## src/rtl/rle_pkg.sv

```systemverilog
package rle_pkg;

	// fixed field widths
	localparam int ROW_W  = 8;
	localparam int COL_W  = 8;
	localparam int OFS_W  = 10;
	localparam int PITCH_W = 11;
	localparam int ADDR_W = 20;
	localparam int CFG_W  = 11;

	// row bitmap of a delta frame
	localparam int BITMAP_BYTES = 15;
	localparam int BITMAP_ROWS  = BITMAP_BYTES * 8;
	localparam int BCNT_W       = 4;

	// frame type byte codes
	localparam logic [7:0] TYPE_KEY   = 8'h00;
	localparam logic [7:0] TYPE_DELTA = 8'h01;
	localparam logic [7:0] TYPE_DUP   = 8'h02;

	// run byte layout
	localparam logic [7:0] RUN_MASK   = 8'h7F;
	localparam logic [7:0] ROW_END    = 8'h00;

	// configuration register indexes
	localparam logic [1:0] CFG_X_OFFSET   = 2'd0;
	localparam logic [1:0] CFG_Y_OFFSET   = 2'd1;
	localparam logic [1:0] CFG_LINE_PITCH = 2'd2;

	// reset values of the registers
	localparam logic [OFS_W-1:0]   X_OFFSET_RST   = 10'd40;
	localparam logic [OFS_W-1:0]   Y_OFFSET_RST   = 10'd40;
	localparam logic [PITCH_W-1:0] LINE_PITCH_RST = 11'd240;

	typedef enum logic [1:0] {
		KIND_SPAN    = 2'd0,
		KIND_COPY    = 2'd1,
		KIND_END     = 2'd2,
		KIND_UNKNOWN = 2'd3
	} kind_t;

	typedef struct packed {
		logic [7:0] data_byte;
		logic       frame_start;
	} in_item_t;

	typedef struct packed {
		kind_t              kind;
		logic [6:0]         row;
		logic [7:0]         column;
		logic [6:0]         span_length;
		logic               color;
		logic [ADDR_W-1:0]  pixel_address;
		logic               last;
	} out_item_t;

endpackage

```

## src/rtl/rle_bilevel_frame_decoder_unit.sv

```systemverilog
// Run-length bi-level frame decoder. Takes one compressed byte per item and
// gives at most one result per item: a span fill with its framebuffer
// address, a copy-previous-frame command, an end-of-frame marker or an
// unknown-type notice. An item is taken every cycle without in_stall; its
// result is in the output register next cycle. in_stall is high only while
// that register holds a result that the far side stalls. The per-item path
// is the row search over the delta bitmap and one 11x11 multiply-add for the
// address, both between the state registers and the output register.
module rle_bilevel_frame_decoder_unit #(
	parameter int VIDEO_COLUMNS = 160,
	parameter int VIDEO_ROWS    = 120
) (
	input  logic                clk,
	input  logic                arst_n,
	input  logic                in_valid,
	output logic                in_stall,
	input  rle_pkg::in_item_t   in_data,
	output logic                out_valid,
	input  logic                out_stall,
	output rle_pkg::out_item_t  out_data,
	input  logic                cfg_we,
	input  logic [1:0]          cfg_index,
	input  logic [rle_pkg::CFG_W-1:0] cfg_data
);
	import rle_pkg::*;

	typedef enum logic [1:0] {
		PH_IDLE,
		PH_KEY,
		PH_BITMAP,
		PH_DELTA
	} phase_t;

	localparam logic [COL_W-1:0] COLS = COL_W'(VIDEO_COLUMNS);
	localparam logic [ROW_W-1:0] ROWS = ROW_W'(VIDEO_ROWS);

	phase_t                phase_q, nxt_phase;
	logic [ROW_W-1:0]      row_q, nxt_row;
	logic [COL_W-1:0]      col_q, nxt_col;
	logic [BCNT_W-1:0]     bcnt_q, nxt_bcnt;
	logic [7:0]            bitmap_q [BITMAP_BYTES];
	logic                  bm_we;
	logic [OFS_W-1:0]      x_off_q, y_off_q;
	logic [PITCH_W-1:0]    pitch_q;
	logic                  out_valid_q;
	out_item_t             out_q;

	logic                  acc;
	logic                  res_v;
	out_item_t             res;

	// row search
	logic [BITMAP_ROWS-1:0] flags, cand;
	logic [BITMAP_BYTES-1:0] byte_any;
	logic [ROW_W-1:0]      from;
	logic [BCNT_W-1:0]     hit_byte;
	logic [7:0]            hit_bits;
	logic [2:0]            hit_bit;
	logic                  found;
	logic [ROW_W-1:0]      next_row;

	// span
	logic [6:0]            run;
	logic [COL_W-1:0]      room;
	logic [6:0]            len;
	logic [PITCH_W-1:0]    row_sum;
	logic [2*PITCH_W-1:0]  prod;
	logic [ADDR_W-1:0]     addr;

	assign in_stall  = out_valid_q && out_stall;
	assign acc       = in_valid && !in_stall;
	assign out_valid = out_valid_q;
	assign out_data  = out_q;

	// row flags, last bitmap byte taken straight from the input
	always_comb begin
		for (int j = 0; j < BITMAP_BYTES; j++) begin
			for (int k = 0; k < 8; k++) begin
				if (phase_q == PH_BITMAP && j == BITMAP_BYTES - 1)
					flags[8*j+k] = in_data.data_byte[7-k];
				else
					flags[8*j+k] = bitmap_q[j][7-k];
			end
		end
	end

	assign from = (phase_q == PH_BITMAP) ? '0 : row_q + ROW_W'(1);

	// flagged rows at or after the start row and inside the video
	always_comb begin
		for (int i = 0; i < BITMAP_ROWS; i++)
			cand[i] = flags[i] && (ROW_W'(i) >= from) && (i < VIDEO_ROWS);
		for (int j = 0; j < BITMAP_BYTES; j++)
			byte_any[j] = |cand[8*j +: 8];
	end

	// first byte with a candidate, then first bit inside it
	always_comb begin
		hit_byte = '0;
		for (int j = BITMAP_BYTES - 1; j >= 0; j--)
			if (byte_any[j])
				hit_byte = BCNT_W'(j);
		hit_bits = cand[8*hit_byte +: 8];
		hit_bit = '0;
		for (int k = 7; k >= 0; k--)
			if (hit_bits[k])
				hit_bit = 3'(k);
	end

	// next decoded row: plain increment for keyframes, bitmap search for deltas
	always_comb begin
		if (phase_q == PH_KEY) begin
			found    = from < ROWS;
			next_row = from;
		end else begin
			found    = |byte_any;
			next_row = ROW_W'({hit_byte, hit_bit});
		end
	end

	// run clipping and span address
	assign run     = in_data.data_byte[6:0] & RUN_MASK[6:0];
	assign room    = (col_q < COLS) ? COLS - col_q : '0;
	assign len     = (COL_W'(run) < room) ? run : 7'(room);
	assign row_sum = PITCH_W'(row_q) + PITCH_W'(y_off_q);
	assign prod    = (2*PITCH_W)'(row_sum) * (2*PITCH_W)'(pitch_q);
	assign addr    = prod[ADDR_W-1:0] + ADDR_W'(col_q) + ADDR_W'(x_off_q);

	// next state and result of one item
	always_comb begin
		nxt_phase = phase_q;
		nxt_row   = row_q;
		nxt_col   = col_q;
		nxt_bcnt  = bcnt_q;
		bm_we     = 1'b0;
		res_v     = 1'b0;
		res       = '0;
		if (in_data.frame_start) begin
			nxt_row  = '0;
			nxt_col  = '0;
			nxt_bcnt = '0;
			res_v    = 1'b1;
			res.last = 1'b1;
			nxt_phase = PH_IDLE;
			case (in_data.data_byte)
				TYPE_KEY: begin
					nxt_phase = PH_KEY;
					res_v     = 1'b0;
					res.last  = 1'b0;
				end
				TYPE_DELTA: begin
					nxt_phase = PH_BITMAP;
					res.kind  = KIND_COPY;
					res.last  = 1'b0;
				end
				TYPE_DUP: begin
					res.kind = KIND_COPY;
				end
				default: begin
					res.kind = KIND_UNKNOWN;
				end
			endcase
		end else begin
			case (phase_q)
				PH_BITMAP: begin
					bm_we = 1'b1;
					if (bcnt_q == BCNT_W'(BITMAP_BYTES - 1)) begin
						nxt_bcnt = '0;
						nxt_col  = '0;
						if (found) begin
							nxt_row   = next_row;
							nxt_phase = PH_DELTA;
						end else begin
							nxt_row   = '0;
							nxt_phase = PH_IDLE;
							res_v     = 1'b1;
							res.kind  = KIND_END;
							res.last  = 1'b1;
						end
					end else begin
						nxt_bcnt = bcnt_q + BCNT_W'(1);
					end
				end
				PH_KEY, PH_DELTA: begin
					if (in_data.data_byte == ROW_END) begin
						nxt_col = '0;
						if (found) begin
							nxt_row = next_row;
						end else begin
							nxt_row   = '0;
							nxt_phase = PH_IDLE;
							res_v     = 1'b1;
							res.kind  = KIND_END;
							res.last  = 1'b1;
						end
					end else if (len != '0) begin
						res_v             = 1'b1;
						res.kind          = KIND_SPAN;
						res.row           = row_q[6:0];
						res.column        = col_q;
						res.span_length   = len;
						res.color         = in_data.data_byte[7];
						res.pixel_address = addr;
						nxt_col           = col_q + COL_W'(len);
					end
				end
				default: begin
				end
			endcase
		end
	end

	// state, configuration and output register
	always_ff @(posedge clk or negedge arst_n) begin
		if (!arst_n) begin
			phase_q     <= PH_IDLE;
			row_q       <= '0;
			col_q       <= '0;
			bcnt_q      <= '0;
			x_off_q     <= X_OFFSET_RST;
			y_off_q     <= Y_OFFSET_RST;
			pitch_q     <= LINE_PITCH_RST;
			out_valid_q <= 1'b0;
		end else begin
			if (cfg_we) begin
				case (cfg_index)
					CFG_X_OFFSET:   x_off_q <= cfg_data[OFS_W-1:0];
					CFG_Y_OFFSET:   y_off_q <= cfg_data[OFS_W-1:0];
					CFG_LINE_PITCH: pitch_q <= cfg_data[PITCH_W-1:0];
					default: begin
					end
				endcase
			end
			if (acc) begin
				phase_q <= nxt_phase;
				row_q   <= nxt_row;
				col_q   <= nxt_col;
				bcnt_q  <= nxt_bcnt;
			end
			if (acc && res_v)
				out_valid_q <= 1'b1;
			else if (!out_stall)
				out_valid_q <= 1'b0;
		end
	end

	// bitmap bytes and result payload
	always_ff @(posedge clk) begin
		if (acc && bm_we)
			bitmap_q[bcnt_q] <= in_data.data_byte;
		if (acc && res_v)
			out_q <= res;
	end

	// bitmap count stays inside the bitmap
	a_bcnt_range: assert property (@(posedge clk) disable iff (!arst_n)
		bcnt_q <= BCNT_W'(BITMAP_BYTES - 1))
		else $error("bitmap byte count out of range");

	// column never passes the row width
	a_col_range: assert property (@(posedge clk) disable iff (!arst_n)
		col_q <= COLS)
		else $error("column counter past row width");

	// a decoding phase always points at a row inside the video
	a_row_range: assert property (@(posedge clk) disable iff (!arst_n)
		(phase_q == PH_KEY || phase_q == PH_DELTA) |-> row_q < ROWS)
		else $error("row counter outside video while decoding");

	// a delta type byte moves to bitmap collection with a cleared count
	a_delta_start: assert property (@(posedge clk) disable iff (!arst_n)
		acc && in_data.frame_start && in_data.data_byte == TYPE_DELTA
		|=> phase_q == PH_BITMAP && bcnt_q == '0 && out_valid_q)
		else $error("delta frame start not followed by bitmap phase");

endmodule

```

## config.mk

```make
export PLATFORM = sky130hd
export DESIGN_NAME = rle_bilevel_frame_decoder_unit
export DESIGN_NICKNAME = d
export VERILOG_FILES = /design/src/rtl/rle_pkg.sv /design/src/rtl/rle_bilevel_frame_decoder_unit.sv
export SDC_FILE = /design/constraint.sdc
export NUM_CORES = 1
export LEC_CHECK = 0
export ABC_AREA = 1
export BUFFER_PORTS_ARGS = -buffer_cell sky130_fd_sc_hd__buf_2
export CAP_MARGIN = 5
export CORE_MARGIN = 2
export CORE_UTILIZATION = 59
export CTS_BUF_LIST = sky130_fd_sc_hd__clkbuf_8
export DETAILED_ROUTE_END_ITERATION = 6
export GPL_ROUTABILITY_DRIVEN = 0
export PLACE_DENSITY = 0.79
export SYNTH_ARGS = -nofsm -noshare
export SYNTH_HDL_FRONTEND = slang
export SYNTH_SLANG_ARGS = --single-unit
```

## constraint.sdc

```tcl
create_clock -name clk -period 6.59 [get_ports clk]
set_input_delay 0.3295 -clock clk [delete_from_list [all_inputs] [get_ports clk]]
set_output_delay 0.3295 -clock clk [all_outputs]
set_load 0.005 [all_outputs]
```

==> flow_metrics.env <==
export IMPL_status="finished, violations left"
export IMPL_violations="DRC, setup timing"
export IMPL_area_growth_pct=14.6
export IMPL_clock_sinks=220
export IMPL_synth_mux_area_share_pct=0
export IMPL_netlist_area_um2=16400
export IMPL_ys_ff_latch=220
export IMPL_drt_wl_total_um=51400
export IMPL_fmax_mhz=138
export IMPL_worst_pin_slew_ps=1010
export IMPL_synth_compound_area_share_pct=9.71
export IMPL_final_area_um2=18800
export IMPL_clock_skew_ps=23.3
export IMPL_multiInputGateArea_um2=8860
export IMPL_synth_enable_flop_cells=166
export IMPL_numPortBuffers=74
export IMPL_place_area_um2=17400
export IMPL_maxCapViolCount=0
export IMPL_slew_viol_final=0
export IMPL_drive_above_1_share_pct=20.1
export IMPL_critical_path_class="flop to flop"
export IMPL_hpwl_um=33800
export IMPL_slew_headroom_pct=32.1
export IMPL_grt_max_degree=55
export IMPL_synth_top_family_by_area="simple AND/OR/NAND/NOR gates"
export IMPL_ctsLongestPathBuffers=3
export IMPL_synth_commonest_cells="nand2_1, inv_1, edfxtp_1"
export IMPL_num_nets_final=2275
export IMPL_rr_startpoint="y_off_q[0]$_DFFE_PN0P_"
export IMPL_nFillCells=2101
export IMPL_synth_top_cell_by_area="edfxtp_1"
export IMPL_cts_buffers=39
export IMPL_yosysMostFrequentCell="nand2_1"
export IMPL_synth_nets=2111
export IMPL_avgSynthCellArea_um2=8.63
export IMPL_synth_ff_type="edfxtp_1"
export IMPL_startpoint="y_off_q[0]$_DFFE_PN0P_"
export IMPL_synthAdderAreaFrac_pct=18.1
export IMPL_drc=1
export IMPL_critPathMaxFanout=6
export IMPL_pre_cts_ws_ps=-513
export IMPL_dp_cells=2361
export IMPL_setup_viol=7
export IMPL_endpoint="out_data[19]$_SDFFCE_PP0P_"
export IMPL_post_route_period_util_pct=110
export IMPL_cp_end_kind="flop"
export IMPL_die_w_um=171
export IMPL_rrSetupSlack_ps=-630
export IMPL_n_antenna_cell=0
export IMPL_drtPass1Iterations=7
export IMPL_ys_warn_count=0
export IMPL_synth_xor_area_share_pct=0.746
export IMPL_syn_inst=1905
export IMPL_rr_endpoint="out_data[19]$_SDFFCE_PP0P_"
export IMPL_grt_antenna_before_repair=1
export IMPL_required_ps=6900
export IMPL_fp_dieH_um=171
export IMPL_max_stage_delay_ps=550
export IMPL_wl_per_cell_um=20.8
export IMPL_rsz0062_at_grt="yes"
export IMPL_reg2reg_depth=41
export IMPL_synth_simple_area_share_pct=23.0
export IMPL_grt_pass1_vias=14700
export IMPL_grt_pass1_wl_um=78300
export IMPL_drt_iter0_markers=2386
export IMPL_gr_total_overflow=0
export IMPL_core_um2=27600
export IMPL_drtAntennaViolNets=0
export IMPL_cp_start_kind="flop"
export IMPL_io_pin_count=75
export IMPL_ys_seq_area_share_pct=38.6
export IMPL_initial_core_util_pct=59.5
export IMPL_seq_area_um2=6350
export IMPL_fin_crit_ps=7220
export IMPL_clk_latency_ps=570
export IMPL_grt_usage_pct=35.3
export IMPL_hold_path_class="input port to flop"
export IMPL_clk_pin_slew_worst_paths_ps=60
export IMPL_viasPerCell=5.97
export IMPL_netlist_top_cells_area="edfxtp_1, fa_1, nand2_1"
export IMPL_h_tree_depth=2
export IMPL_hold_violations=0
export IMPL_dieArea_um2=29200
export IMPL_tritoncts="built"
export IMPL_synth_top_area_share_pct=30.3
export IMPL_async_flop_share_pct=24.5
export IMPL_clock_root_buffer="clkbuf_8"
export IMPL_layout_setup_ws_ps=-635
export IMPL_vias=14800
export IMPL_placementRows=61
export IMPL_yosysUniqueCellTypes=60
export IMPL_crit_arrival_ps=7540
export IMPL_layout_cells_non_filler=2478
export IMPL_cpMaxStageDelayCell="fa_1"
==> per-layer routing <==
metal	vias up	GRT usage [%]	wire length (µm)
met5	-	0	18
met4	2	18.6	3540
met3	299	7.47	5430
met1	6937	43.2	17900
li1	6534	-	-
met2	1034	58.9	24500
==> logic make-up (layout without fill, tap and decap cells) <==
family	count (synthesis)	after routing
AND/OR/NAND/NOR	855	855
buffers and inverters	372	567
AO/OA/AOI/OAI	265	265
flip-flops	220	220
adder cells (fa/ha/maj)	179	179
XOR/XNOR	14	14
==> flip-flops by register name (all words and copies together) (netlist names) <==
signal and flops:
bitmap_q 120, out_data 46, pitch_q 11, x_off_q 10, y_off_q 10, col_q 8
row_q 8, bcnt_q 4, phase_q 2, out_valid 1
==> worst max-delay path: cells and delay by family, from the launching register on <==
kind	cells	cell delay (ps)
adder cells (fa/ha/maj)	8	3350
AO/OA/AOI/OAI	10	1300
buffers and inverters	12	900
AND/OR/NAND/NOR	10	780
flip-flops	1	420
XOR/XNOR	1	190
==> area by class of cell <==
cell class              count  area share, %
clock buffers              41           2.99
clock inverters            31           1.04
inverters                 313           6.27
multi-input cells        1313           47.0
flip-flops and latches    220           33.7
well taps                 378           2.51
repair buffers            182           6.51
==> worst min path at each step <==
stage                                start                 endpoint  slack (ps)  depth (start not counted)
floorplan                           arst_n    bcnt_q[0]$_DFFE_PN0P_          30                          0
global placement    x_off_q[8]$_DFFE_PN0P_   x_off_q[8]$_DFFE_PN0P_         470                          2
detailed placement  x_off_q[8]$_DFFE_PN0P_   x_off_q[8]$_DFFE_PN0P_         480                          2
CTS                           cfg_data[10]  pitch_q[10]$_DFFE_PN0P_          20                          3
global route                  cfg_data[10]  pitch_q[10]$_DFFE_PN0P_          60                          3
finish                        cfg_data[10]  pitch_q[10]$_DFFE_PN0P_          40                          3
==> through the flow <==
stage | hold WS, ps | setup TNS, ps | utilization, %
6_report | 42.9 | -2690 | 68.2
5_1_grt | 56.0 | -4880 | 68.2
4_1_cts | 18.4 | -1150 | 67.4
3_5_place_dp | 483 | -1640 | 62.9
3_3_place_gp | 470 | -722 | 62.9
2_1_floorplan | 33.9 | -134 | -
==> what timing repair did <==
action	4_1_cts	5_1_grt
resized for setup	46	52
cloned	0	0
endpoints found under the hold margin	46	0
hold buffers	1	0
pin swaps	62	45
setup buffers	43	18
endpoints found under the setup margin	6	11
==> cells in the final DEF, fill, tap and decap left out, types with 9 or more instances in the layout <==
master	n
dfrtp_1	46
nand2_2	38
o21ai_0	90
buf_2	74
buf_4	98
o21ai_1	28
clkinv_2	9
a21oi_2	12
inv_1	284
nand2_1	435
inv_2	38
ha_1	70
clkbuf_8	41
nor2_2	9
nor2_1	155
nor3_1	16
o211ai_1	44
nand3_1	120
nand4_1	19
a21oi_1	44
ha_4	10
fa_1	96
nor2_4	11
edfxtp_1	166
Power is not shown: default switching activity piles up to over one toggle a cycle in this logic, so the estimate is an artifact.
